==> src/rtl/core/assert_macros.svh <==
// ----------------------------------------------------------------------------
// assertion macros
// shared concurrent assertion forms for the pump controller rtl
// ----------------------------------------------------------------------------
`ifndef ASSERT_MACROS_SVH
`define ASSERT_MACROS_SVH

`ifndef SYNTHESIS

// expression holds at every clock edge outside reset
`define ASSERT_ALWAYS(label, clk, rst, expr) \
   label: assert property (@(posedge clk) disable iff (rst) (expr)) \
      else $error("%m: invariant violated");

// antecedent at one edge implies consequent at the next edge
`define ASSERT_NEXT(label, clk, rst, ante, cons) \
   label: assert property (@(posedge clk) disable iff (rst) (ante) |=> (cons)) \
      else $error("%m: next-cycle check failed");

`else

`define ASSERT_ALWAYS(label, clk, rst, expr)
`define ASSERT_NEXT(label, clk, rst, ante, cons)

`endif

`endif

==> src/rtl/core/ipc_pkg.sv <==
// ----------------------------------------------------------------------------
// ipc_pkg
// types and constants shared by the irrigation pump controller
// ----------------------------------------------------------------------------
`default_nettype none

package ipc_pkg;

   // default width of the manual watering timer
   localparam int TIMER_BITS_DEFAULT = 16;

   // configuration port
   localparam int CSR_INDEX_W = 2;
   localparam int CSR_DATA_W  = 16;

   localparam logic [CSR_INDEX_W-1:0] CSR_LOW_THRESHOLD   = 2'd0;
   localparam logic [CSR_INDEX_W-1:0] CSR_HIGH_THRESHOLD  = 2'd1;
   localparam logic [CSR_INDEX_W-1:0] CSR_MANUAL_DURATION = 2'd2;
   localparam logic [CSR_INDEX_W-1:0] CSR_READ_INTERVAL   = 2'd3;

   // register reset values
   localparam logic [9:0]  LOW_THRESHOLD_RESET   = 10'd300;
   localparam logic [9:0]  HIGH_THRESHOLD_RESET  = 10'd600;
   localparam logic [15:0] MANUAL_DURATION_RESET = 16'd10;
   localparam logic [15:0] READ_INTERVAL_RESET   = 16'd1;

   // indicator codes
   localparam logic [1:0] IND_NORMAL   = 2'd0;
   localparam logic [1:0] IND_WATERING = 2'd1;
   localparam logic [1:0] IND_ALERT    = 2'd2;
   localparam logic [1:0] IND_UNUSED   = 2'd3;

   // one tick item
   typedef struct packed {
      logic       toggle_press;
      logic       water_press;
      logic [9:0] moisture_sample;
   } req_item_type;

   // one result item
   typedef struct packed {
      logic        pump_on;
      logic [1:0]  led_code;
      logic        auto_flag;
      logic [15:0] manual_left;
   } rsp_item_type;

endpackage

`default_nettype wire

==> src/rtl/core/ipc_stream_if.sv <==
// ----------------------------------------------------------------------------
// ipc_stream_if
// valid/ready channel carrying one item of a given type
// ----------------------------------------------------------------------------
`default_nettype none

interface ipc_stream_if
   import ipc_pkg::*;
#(
   parameter type item_type = req_item_type
);

   logic     valid;
   logic     ready;
   item_type item;

   modport source (output valid, output item, input ready);
   modport sink   (input valid, input item, output ready);

endinterface

`default_nettype wire

==> src/rtl/core/irrigation_pump_controller.sv <==
// ----------------------------------------------------------------------------
// irrigation_pump_controller
// on/off hysteresis pump controller with a manual watering timer
// ----------------------------------------------------------------------------
// usage
//   req_chan carries one tick item per second: toggle press, water press and
//   a moisture sample in tenths of a percent. rsp_chan returns exactly one
//   item per tick: pump drive, indicator code, mode and manual ticks left.
//   csr_* writes the four thresholds/timing registers; write only while idle.
// datapath and throughput
//   a tick is captured in an input register; its result is computed from it
//   and loaded into the output register, which drives rsp valid and item.
//   one item per cycle is sustained while rsp ready stays high: the tick
//   update is a few compares and counter steps between the two registers.
// reset
//   synchronous, active high: auto mode, pump off, indicator normal, timer
//   and sample phase cleared (first tick latches a sample), registers at
//   their defaults, both pipeline stages empty.
// stalls
//   when rsp ready is low the output register holds its item; the input
//   register still takes one more tick, then req ready drops until the
//   output moves on.
// ----------------------------------------------------------------------------
`default_nettype none

`include "assert_macros.svh"

module irrigation_pump_controller
   import ipc_pkg::*;
#(
   parameter int TIMER_BITS = TIMER_BITS_DEFAULT
) (
   input  wire logic                   clock,
   input  wire logic                   reset,
   ipc_stream_if.sink                  req_chan,
   ipc_stream_if.source                rsp_chan,
   input  wire logic                   csr_write,
   input  wire logic [CSR_INDEX_W-1:0] csr_index,
   input  wire logic [CSR_DATA_W-1:0]  csr_data
);

   // common width for timer saturation compares
   localparam int WIDE_BITS = (TIMER_BITS > 16) ? TIMER_BITS : 16;

   // configuration registers
   logic [9:0]  low_threshold_ff;
   logic [9:0]  high_threshold_ff;
   logic [15:0] manual_duration_ff;
   logic [15:0] read_interval_ff;

   // pipeline registers
   logic         in_valid_ff;
   req_item_type in_item_ff;
   logic         out_valid_ff;
   rsp_item_type out_item_ff;

   // controller state
   logic                  auto_mode_ff,   auto_mode_in;
   logic                  pump_ff,        pump_in;
   logic [1:0]            indicator_ff,   indicator_in;
   logic [TIMER_BITS-1:0] timer_ff,       timer_in;
   logic [15:0]           phase_ff,       phase_in;
   logic [9:0]            moisture_ff,    moisture_in;

   logic                 advance;
   logic                 req_take;
   logic [WIDE_BITS-1:0] duration_wide;
   logic [WIDE_BITS-1:0] timer_max_wide;
   logic [WIDE_BITS-1:0] reload_wide;
   logic [WIDE_BITS-1:0] timer_wide;
   logic [15:0]          phase_inc;
   logic [15:0]          manual_left;

   // handshake: output register empties or is taken, so the input can move
   assign advance        = !out_valid_ff || rsp_chan.ready;
   assign req_chan.ready = !in_valid_ff || advance;
   assign req_take       = req_chan.valid && req_chan.ready;

   assign rsp_chan.valid = out_valid_ff;
   assign rsp_chan.item  = out_item_ff;

   // configuration writes
   always_ff @(posedge clock) begin
      if (reset) begin
         low_threshold_ff   <= LOW_THRESHOLD_RESET;
         high_threshold_ff  <= HIGH_THRESHOLD_RESET;
         manual_duration_ff <= MANUAL_DURATION_RESET;
         read_interval_ff   <= READ_INTERVAL_RESET;
      end else if (csr_write) begin
         unique case (csr_index)
            CSR_LOW_THRESHOLD:   low_threshold_ff   <= csr_data[9:0];
            CSR_HIGH_THRESHOLD:  high_threshold_ff  <= csr_data[9:0];
            CSR_MANUAL_DURATION: manual_duration_ff <= csr_data;
            CSR_READ_INTERVAL:   read_interval_ff   <= csr_data;
            default: ;
         endcase
      end
   end

   // timer reload saturates at the timer range
   assign duration_wide  = WIDE_BITS'(manual_duration_ff);
   assign timer_max_wide = WIDE_BITS'({TIMER_BITS{1'b1}});
   assign reload_wide    = (duration_wide > timer_max_wide) ? timer_max_wide : duration_wide;

   // one tick of the controller
   always_comb begin
      auto_mode_in = auto_mode_ff;
      pump_in      = pump_ff;
      indicator_in = indicator_ff;
      timer_in     = timer_ff;
      moisture_in  = moisture_ff;

      if (timer_ff != '0) begin
         timer_in = timer_ff - TIMER_BITS'(1);
      end

      // mode toggle, entering manual stops the pump
      if (in_item_ff.toggle_press) begin
         auto_mode_in = !auto_mode_ff;
         if (auto_mode_ff && pump_ff) begin
            pump_in      = 1'b0;
            indicator_in = IND_NORMAL;
         end
      end

      // manual press reloads the timer and starts the pump
      if (!auto_mode_in && in_item_ff.water_press) begin
         timer_in = TIMER_BITS'(reload_wide);
         if (!pump_in) begin
            pump_in      = 1'b1;
            indicator_in = IND_WATERING;
         end
      end

      // sample latch and idle indicator
      if (phase_ff == '0) begin
         moisture_in = in_item_ff.moisture_sample;
         if (!pump_in) begin
            indicator_in = (auto_mode_in && (moisture_in < low_threshold_ff)) ?
                           IND_ALERT : IND_NORMAL;
         end
      end

      // hysteresis rule or manual timeout
      if (auto_mode_in) begin
         if ((moisture_in < low_threshold_ff) && !pump_in) begin
            pump_in      = 1'b1;
            indicator_in = IND_WATERING;
         end
         if (pump_in && (moisture_in > high_threshold_ff)) begin
            pump_in      = 1'b0;
            indicator_in = IND_NORMAL;
         end
      end else if ((timer_in == '0) && pump_in) begin
         pump_in      = 1'b0;
         indicator_in = IND_NORMAL;
      end
   end

   // sample phase wraps at the read interval
   assign phase_inc = phase_ff + 16'd1;
   assign phase_in  = (phase_inc >= read_interval_ff) ? 16'd0 : phase_inc;

   // reported timer saturates at the field width
   assign timer_wide  = WIDE_BITS'(timer_in);
   assign manual_left = (timer_wide > WIDE_BITS'(16'hFFFF)) ? 16'hFFFF : timer_wide[15:0];

   // input register
   always_ff @(posedge clock) begin
      if (reset) begin
         in_valid_ff <= 1'b0;
      end else if (req_chan.ready) begin
         in_valid_ff <= req_chan.valid;
      end
   end

   always_ff @(posedge clock) begin
      if (req_take) begin
         in_item_ff <= req_chan.item;
      end
   end

   // state and output register
   always_ff @(posedge clock) begin
      if (reset) begin
         out_valid_ff <= 1'b0;
         auto_mode_ff <= 1'b1;
         pump_ff      <= 1'b0;
         indicator_ff <= IND_NORMAL;
         timer_ff     <= '0;
         phase_ff     <= '0;
         moisture_ff  <= '0;
      end else if (advance) begin
         out_valid_ff <= in_valid_ff;
         if (in_valid_ff) begin
            auto_mode_ff <= auto_mode_in;
            pump_ff      <= pump_in;
            indicator_ff <= indicator_in;
            timer_ff     <= timer_in;
            phase_ff     <= phase_in;
            moisture_ff  <= moisture_in;
         end
      end
   end

   always_ff @(posedge clock) begin
      if (advance && in_valid_ff) begin
         out_item_ff.pump_on     <= pump_in;
         out_item_ff.led_code    <= indicator_in;
         out_item_ff.auto_flag   <= auto_mode_in;
         out_item_ff.manual_left <= manual_left;
      end
   end

   // checks
   `ASSERT_ALWAYS(a_pump_shows_watering, clock, reset, !pump_ff || (indicator_ff == IND_WATERING))
   `ASSERT_ALWAYS(a_manual_idle_timer_stops_pump, clock, reset,
      auto_mode_ff || (timer_ff != '0) || !pump_ff)
   `ASSERT_ALWAYS(a_led_code_valid, clock, reset, indicator_ff != IND_UNUSED)
   `ASSERT_NEXT(a_tick_reaches_output, clock, reset, in_valid_ff && advance, out_valid_ff)

endmodule

`default_nettype wire

==> src/flat_wrapper.sv <==
// flat-port wrapper written by rule: the top's interface ports become plain ports
module irrigation_pump_controller_flat import ipc_pkg::*;
#(
   parameter int TIMER_BITS = TIMER_BITS_DEFAULT
)
  (clock, reset, csr_write, csr_index, csr_data, req_chan_valid, req_chan_item, req_chan_ready, rsp_chan_valid, rsp_chan_item, rsp_chan_ready);
  ipc_stream_if #(.item_type(req_item_type)) req_chan_i ();
  ipc_stream_if #(.item_type(rsp_item_type)) rsp_chan_i ();
  input  wire logic clock;
  input  wire logic reset;
  input  wire logic csr_write;
  input  wire logic [CSR_INDEX_W-1:0] csr_index;
  input  wire logic [CSR_DATA_W-1:0] csr_data;
  input wire logic [$bits(req_chan_i.valid)-1:0] req_chan_valid;
  input wire logic [$bits(req_chan_i.item)-1:0] req_chan_item;
  output wire logic [$bits(req_chan_i.ready)-1:0] req_chan_ready;
  output wire logic [$bits(rsp_chan_i.valid)-1:0] rsp_chan_valid;
  output wire logic [$bits(rsp_chan_i.item)-1:0] rsp_chan_item;
  input wire logic [$bits(rsp_chan_i.ready)-1:0] rsp_chan_ready;
  assign req_chan_i.valid = req_chan_valid;
  assign req_chan_i.item = req_chan_item;
  assign req_chan_ready = req_chan_i.ready;
  assign rsp_chan_valid = rsp_chan_i.valid;
  assign rsp_chan_item = rsp_chan_i.item;
  assign rsp_chan_i.ready = rsp_chan_ready;
  irrigation_pump_controller #(.TIMER_BITS(TIMER_BITS)) u_core (.clock(clock), .reset(reset), .req_chan(req_chan_i), .rsp_chan(rsp_chan_i), .csr_write(csr_write), .csr_index(csr_index), .csr_data(csr_data));
endmodule
==> config.mk <==
export PLATFORM = sky130hd
export DESIGN_NAME = irrigation_pump_controller_flat
export DESIGN_NICKNAME = d
export VERILOG_FILES = /design/src/rtl/core/ipc_pkg.sv /design/src/rtl/core/ipc_stream_if.sv /design/src/rtl/core/irrigation_pump_controller.sv /design/src/flat_wrapper.sv
export VERILOG_INCLUDE_DIRS = /design/src /design/src/rtl/core
export SDC_FILE = /design/constraint.sdc
export NUM_CORES = 1
export LEC_CHECK = 0
export ABC_AREA = 1
export BUFFER_PORTS_ARGS = -buffer_cell sky130_fd_sc_hd__buf_2
export CORE_ASPECT_RATIO = 1.2
export CORE_MARGIN = 5
export CORE_UTILIZATION = 45
export CTS_BUF_LIST = sky130_fd_sc_hd__clkbuf_4
export DETAILED_ROUTE_END_ITERATION = 10
export HOLD_SLACK_MARGIN = 0.1
export PLACE_DENSITY = 0.73
export SLEW_MARGIN = 10
export SYNTH_ARGS = -nofsm -noshare
export SYNTH_HDL_FRONTEND = slang
export SYNTH_SLANG_ARGS = --single-unit
==> constraint.sdc <==
create_clock -name clock -period 7.5 [get_ports clock]
set_input_delay 0.75 -clock clock [delete_from_list [all_inputs] [get_ports clock]]
set_output_delay 0.75 -clock clock [all_outputs]
set_load 0.1 [all_outputs]
==> summary by stage <==
Worst setup path
Among all stages on the critical path, the largest delay is contributed by clkinv_1. The number of buffer and inverter stages on the critical path is 3. In this run the number of cells on the critical path is 18. Counting stages on the worst path, the most repeated cell is nand2_1. The biggest cell delay along the critical path is 0.43 ns. The top fanout value on the critical path is 13. The endpoint class of the critical path is a register. Traced cell by cell, the critical path runs through inv_1 -> ha_1 -> nand3_1 -> nor2_1 -> nand2_1 -> clkinv_1 -> nor2_1 -> nor2_1 -> ha_1 -> nand4_1 -> nor3_1 -> o21ai_0 -> o211ai_1 -> nand2_1 -> inv_1 -> nand2_1 -> nand3_1 -> nand2_1. The startpoint kind of the worst setup timing path is a register. The type of the worst setup path is register to register. The arrival time at the worst endpoint is 3.76 ns.

The worst setup path startpoint is u_core.phase_ff[0]. Grouping stages by cell kind, the critical path spends the most delay in simple AND/OR/NAND/NOR gates. The logic depth of the worst register-to-register path is 18. The worst register-to-register path begins at u_core.phase_ff[0].

The critical path required time is 7.82 ns.

Synthesis
Synthesis produced 919 cells. The share of the Yosys chip area taken by registers is 42.3%. The number of enable-type register cells in the synthesized netlist is 32. The async set or reset register ratio after synthesis is 0%.

After synthesis, the cell types taking the most area are dfxtp_1 29%, edfxtp_1 14%, ha_1 8.4%, nand2_1 8.1%, nor2_1 7.2%. The most common flop cell mapped by yosys is dfxtp_1. In this run, synthesis produced a sequential element count of 132. The cell area that synthesis handed to floorplanning was 7000 µm².

The number of nets in the synthesized netlist is 1,001. The Yosys step of the flow raised 0 warnings. The commonest cells after synthesis are 152 x nand2_1, 135 x nor2_1, 111 x inv_1, 100 x dfxtp_1, 81 x a21oi_1. The share of the synthesized area in the top cell type is 28.6%. The library cell occupying the most area in the post-synthesis netlist is dfxtp_1. Yosys instantiated no cell more often than nand2_1.

The count of unique library cells instantiated by Yosys is 39. The mean instance size in the synthesized netlist is 7.62 µm².

Final layout
The filler cells instantiated in the layout total 1,532. The area taken by multi-input logic gates is 3440 µm². The fraction of final layout cells sized beyond drive strength 1 is 13.2%. The register cell area after layout is 2960 µm². The final design instance area without fill is 7660 µm². For this run, the number of standard cells in the final layout without fillers is 1,186. In the final design database the tool counted 1,046 nets. Compared with the post-synthesis result, the final layout area differs by 9.44%.

CTS
The number of CTS-inserted buffers is 17. The maximum root-to-sink buffer count is 2. Clock latency on the worst-skew pair, taken at its later pin, is 0.55 ns. The number of setup buffers added after CTS is 0. The CTS tree is built. The hold buffer count at CTS is 0. The H-tree was split into 4 levels. The number of clock sinks is 132.

Gates resized during post-CTS repair numbered 0. After clock tree synthesis, the clock-pin slew on the worst setup and hold paths is 0.11 ns. The tree is rooted in a clkbuf_4.

STA
The worst-case headroom to the max-slew limit is 43.7%. The final count of negative-setup-slack endpoints is 0. The maximum clock rate is 0.290 GHz. The max-slew violation count is 0. Counting I/O delays and the setup requirement, the final critical path takes 3.45 ns. The slack of the critical path is 4.05 ns.

The number of hold-slack violations in the final timing report is 0. Setup repair after global routing left no endpoint under its margin. For the pin with the worst max-slew slack, the measured transition is 0.838 ns. The total negative slack is 0 ns. Dividing the final minimum period by the clock period gives 45.9%.

Across the routed clock network, the largest skew measured is 0.0180 ns.

Place
OpenSTA, run right after detailed placement, puts the worst setup slack at 4.10 ns. In this run, placement finished with an instance count of 1,153. The count of input and output buffers is 56. The final estimated routing congestion in global placement is 0.889. The wire-length estimate of the detail-placed layout is 11,900 µm. The placement-stage cell area is 7410 µm².

Floorplanning
Row generation in the floorplan step produced 50 rows. The total die area is 18,200 µm². In this run the horizontal extent of the chip is 124 µm. The placeable core area is 15,500 µm². The overall die height is 147 µm. The effective utilization at floorplan is 45.3%.

For this design the top-level I/O count stands at 57.

Power
For this design the static power due to leakage is 3.54 nW. For this design the ratio of total power to cell area is 215 nW/µm². The overall power is 1.65 mW. The worst-case vdd ir drop is 0.000109 V.

GRT
The total grt overflow is 0. The initial antenna violation count is 1. The global-route wire length before repair is 26,700 µm. The via count of the first global-routing pass is 5,601. Entering global routing, the biggest net connects 60 pins. The combined global-route utilization of all metal layers is 18.6%.

Worst hold path
The worst hold path belongs to the class input port to register. In this run the most critical hold path is launched from req_chan_item[0]. The number of stages on the worst hold path is 1.

Drt
Detailed routing inserted a total of 6,072 vias. The mean number of vias per cell is 5.12. The first TritonRoute pass finished after 5 iterations. The count of nets left with antenna violations once routing finished came out at 0. In this run, the number of DRC markers left after iteration 0 of detailed routing was 459.

The residual DRC count is 0. The post-detailed-route wirelength per cell is 13.8 µm. Summed over all layers, the routed wires come to 16,400 µm.

Job
The max capacitance violation total is 0.

Run status
The flow ran to the end, and the final reports show no timing, DRC or antenna violations.
where the power goes:
part	total, mW	switching [mW]	internal (mW)	leakage (nW)
registers	0.798	0.0210	0.777	1.13
logic	0.412	0.296	0.116	2.26
clock network	0.441	0.260	0.181	0.148
total	1.65	0.577	1.07	3.54
path summary, 6_finish.rpt:
check / endpoint / slack [ns]
max: u_core.rsp_chan.item[18] / 4.05
min: u_core.in_item_ff[0] / 0.38
min reg2reg: u_core.high_threshold_ff[8] / 0.47
max reg2reg: u_core.rsp_chan.item[18] / 4.05
layout make-up:
class / count / area share, %
multi-input combinational: 638 / 44.9
clock buffer: 22 / 2.16
tap: 208 / 3.40
inverter: 115 / 5.67
antenna: 1 / 0.0327
sequential: 132 / 38.7
clock inverter: 10 / 1.09
timing repair buffer: 60 / 4.05
state kept, by name, summed over array words and instances, names as in the netlist, 2 cells and up:
name                      count
u_core.moisture_ff           10
u_core.high_threshold_ff     10
u_core.duration_wide         16
u_core.rsp_chan.item         20
u_core.phase_ff              16
u_core.timer_ff              16
u_core.indicator_ff           2
u_core.low_threshold_ff      10
u_core.read_interval_ff      16
u_core.in_item_ff            12
metrics by stage:
| step | hold slack, ns | util [%] |
|---|---|---|
| after floorplan | 0.429 | - |
| after global placement | 0.444 | 48.0 |
| after detailed placement | 0.443 | 48.0 |
| after CTS | 0.333 | 49.6 |
| after global routing | 0.323 | 49.6 |
| final | 0.376 | 49.6 |
kinds of logic after synthesis:
| group | Yosys count | share of synthesized area [%] |
|---|---|---|
| and+or+nand+nor | 391 | 24.7 |
| AOI/OAI and AO/OA | 184 | 14.1 |
| buffers and inverters | 149 | 8.51 |
| DFF | 132 | 42.3 |
| adders and majority gates | 47 | 8.40 |
| xor gates and xnor gates | 16 | 2.00 |
worst reg2reg max path: stages, from the launching register on:
cell and delay [ns]:
dfxtp_1 0.41, inv_1 0.08, ha_1 0.19, nand3_1 0.07, nor2_1 0.07, nand2_1 0.38, clkinv_1 0.43, nor2_1 0.18
nor2_1 0.10, ha_1 0.32, nand4_1 0.13, nor3_1 0.22, o21ai_0 0.13, o211ai_1 0.11, nand2_1 0.11, inv_1 0.06
nand2_1 0.06, nand3_1 0.11, nand2_1 0.06
layer usage:
metal / GRT usage [%] / part of all wire, %
met2: 29.9 / 48
met3: 3.76 / 4.6
met4: 7.15 / 2.0
met5: 0 / 0
met1: 24.5 / 46
cells in the final DEF (no fill, tap or decap), types with 2 or more instances in the layout:
master,netlist,routed
nand3_2,6,6
o21a_1,2,2
nor3_2,3,3
buf_2,3,56
nand2_2,13,13
xor2_1,14,14
nor3_1,6,6
xnor2_1,2,2
edfxtp_1,32,32
o21ai_2,2,2
inv_1,111,111
o211ai_1,15,15
a21oi_1,81,81
ha_1,47,47
clkbuf_4,0,22
o21ai_0,77,77
a211oi_1,2,2
nand2_1,152,152
buf_4,1,4
nand4_1,7,7
nand3_1,57,57
nor2_4,4,4
clkinv_1,3,3
dfxtp_1,100,100
nor2_1,135,135
inv_4,1,3
nor2_2,4,4
clkinv_2,0,5
Power figures use the tool's default switching activity.
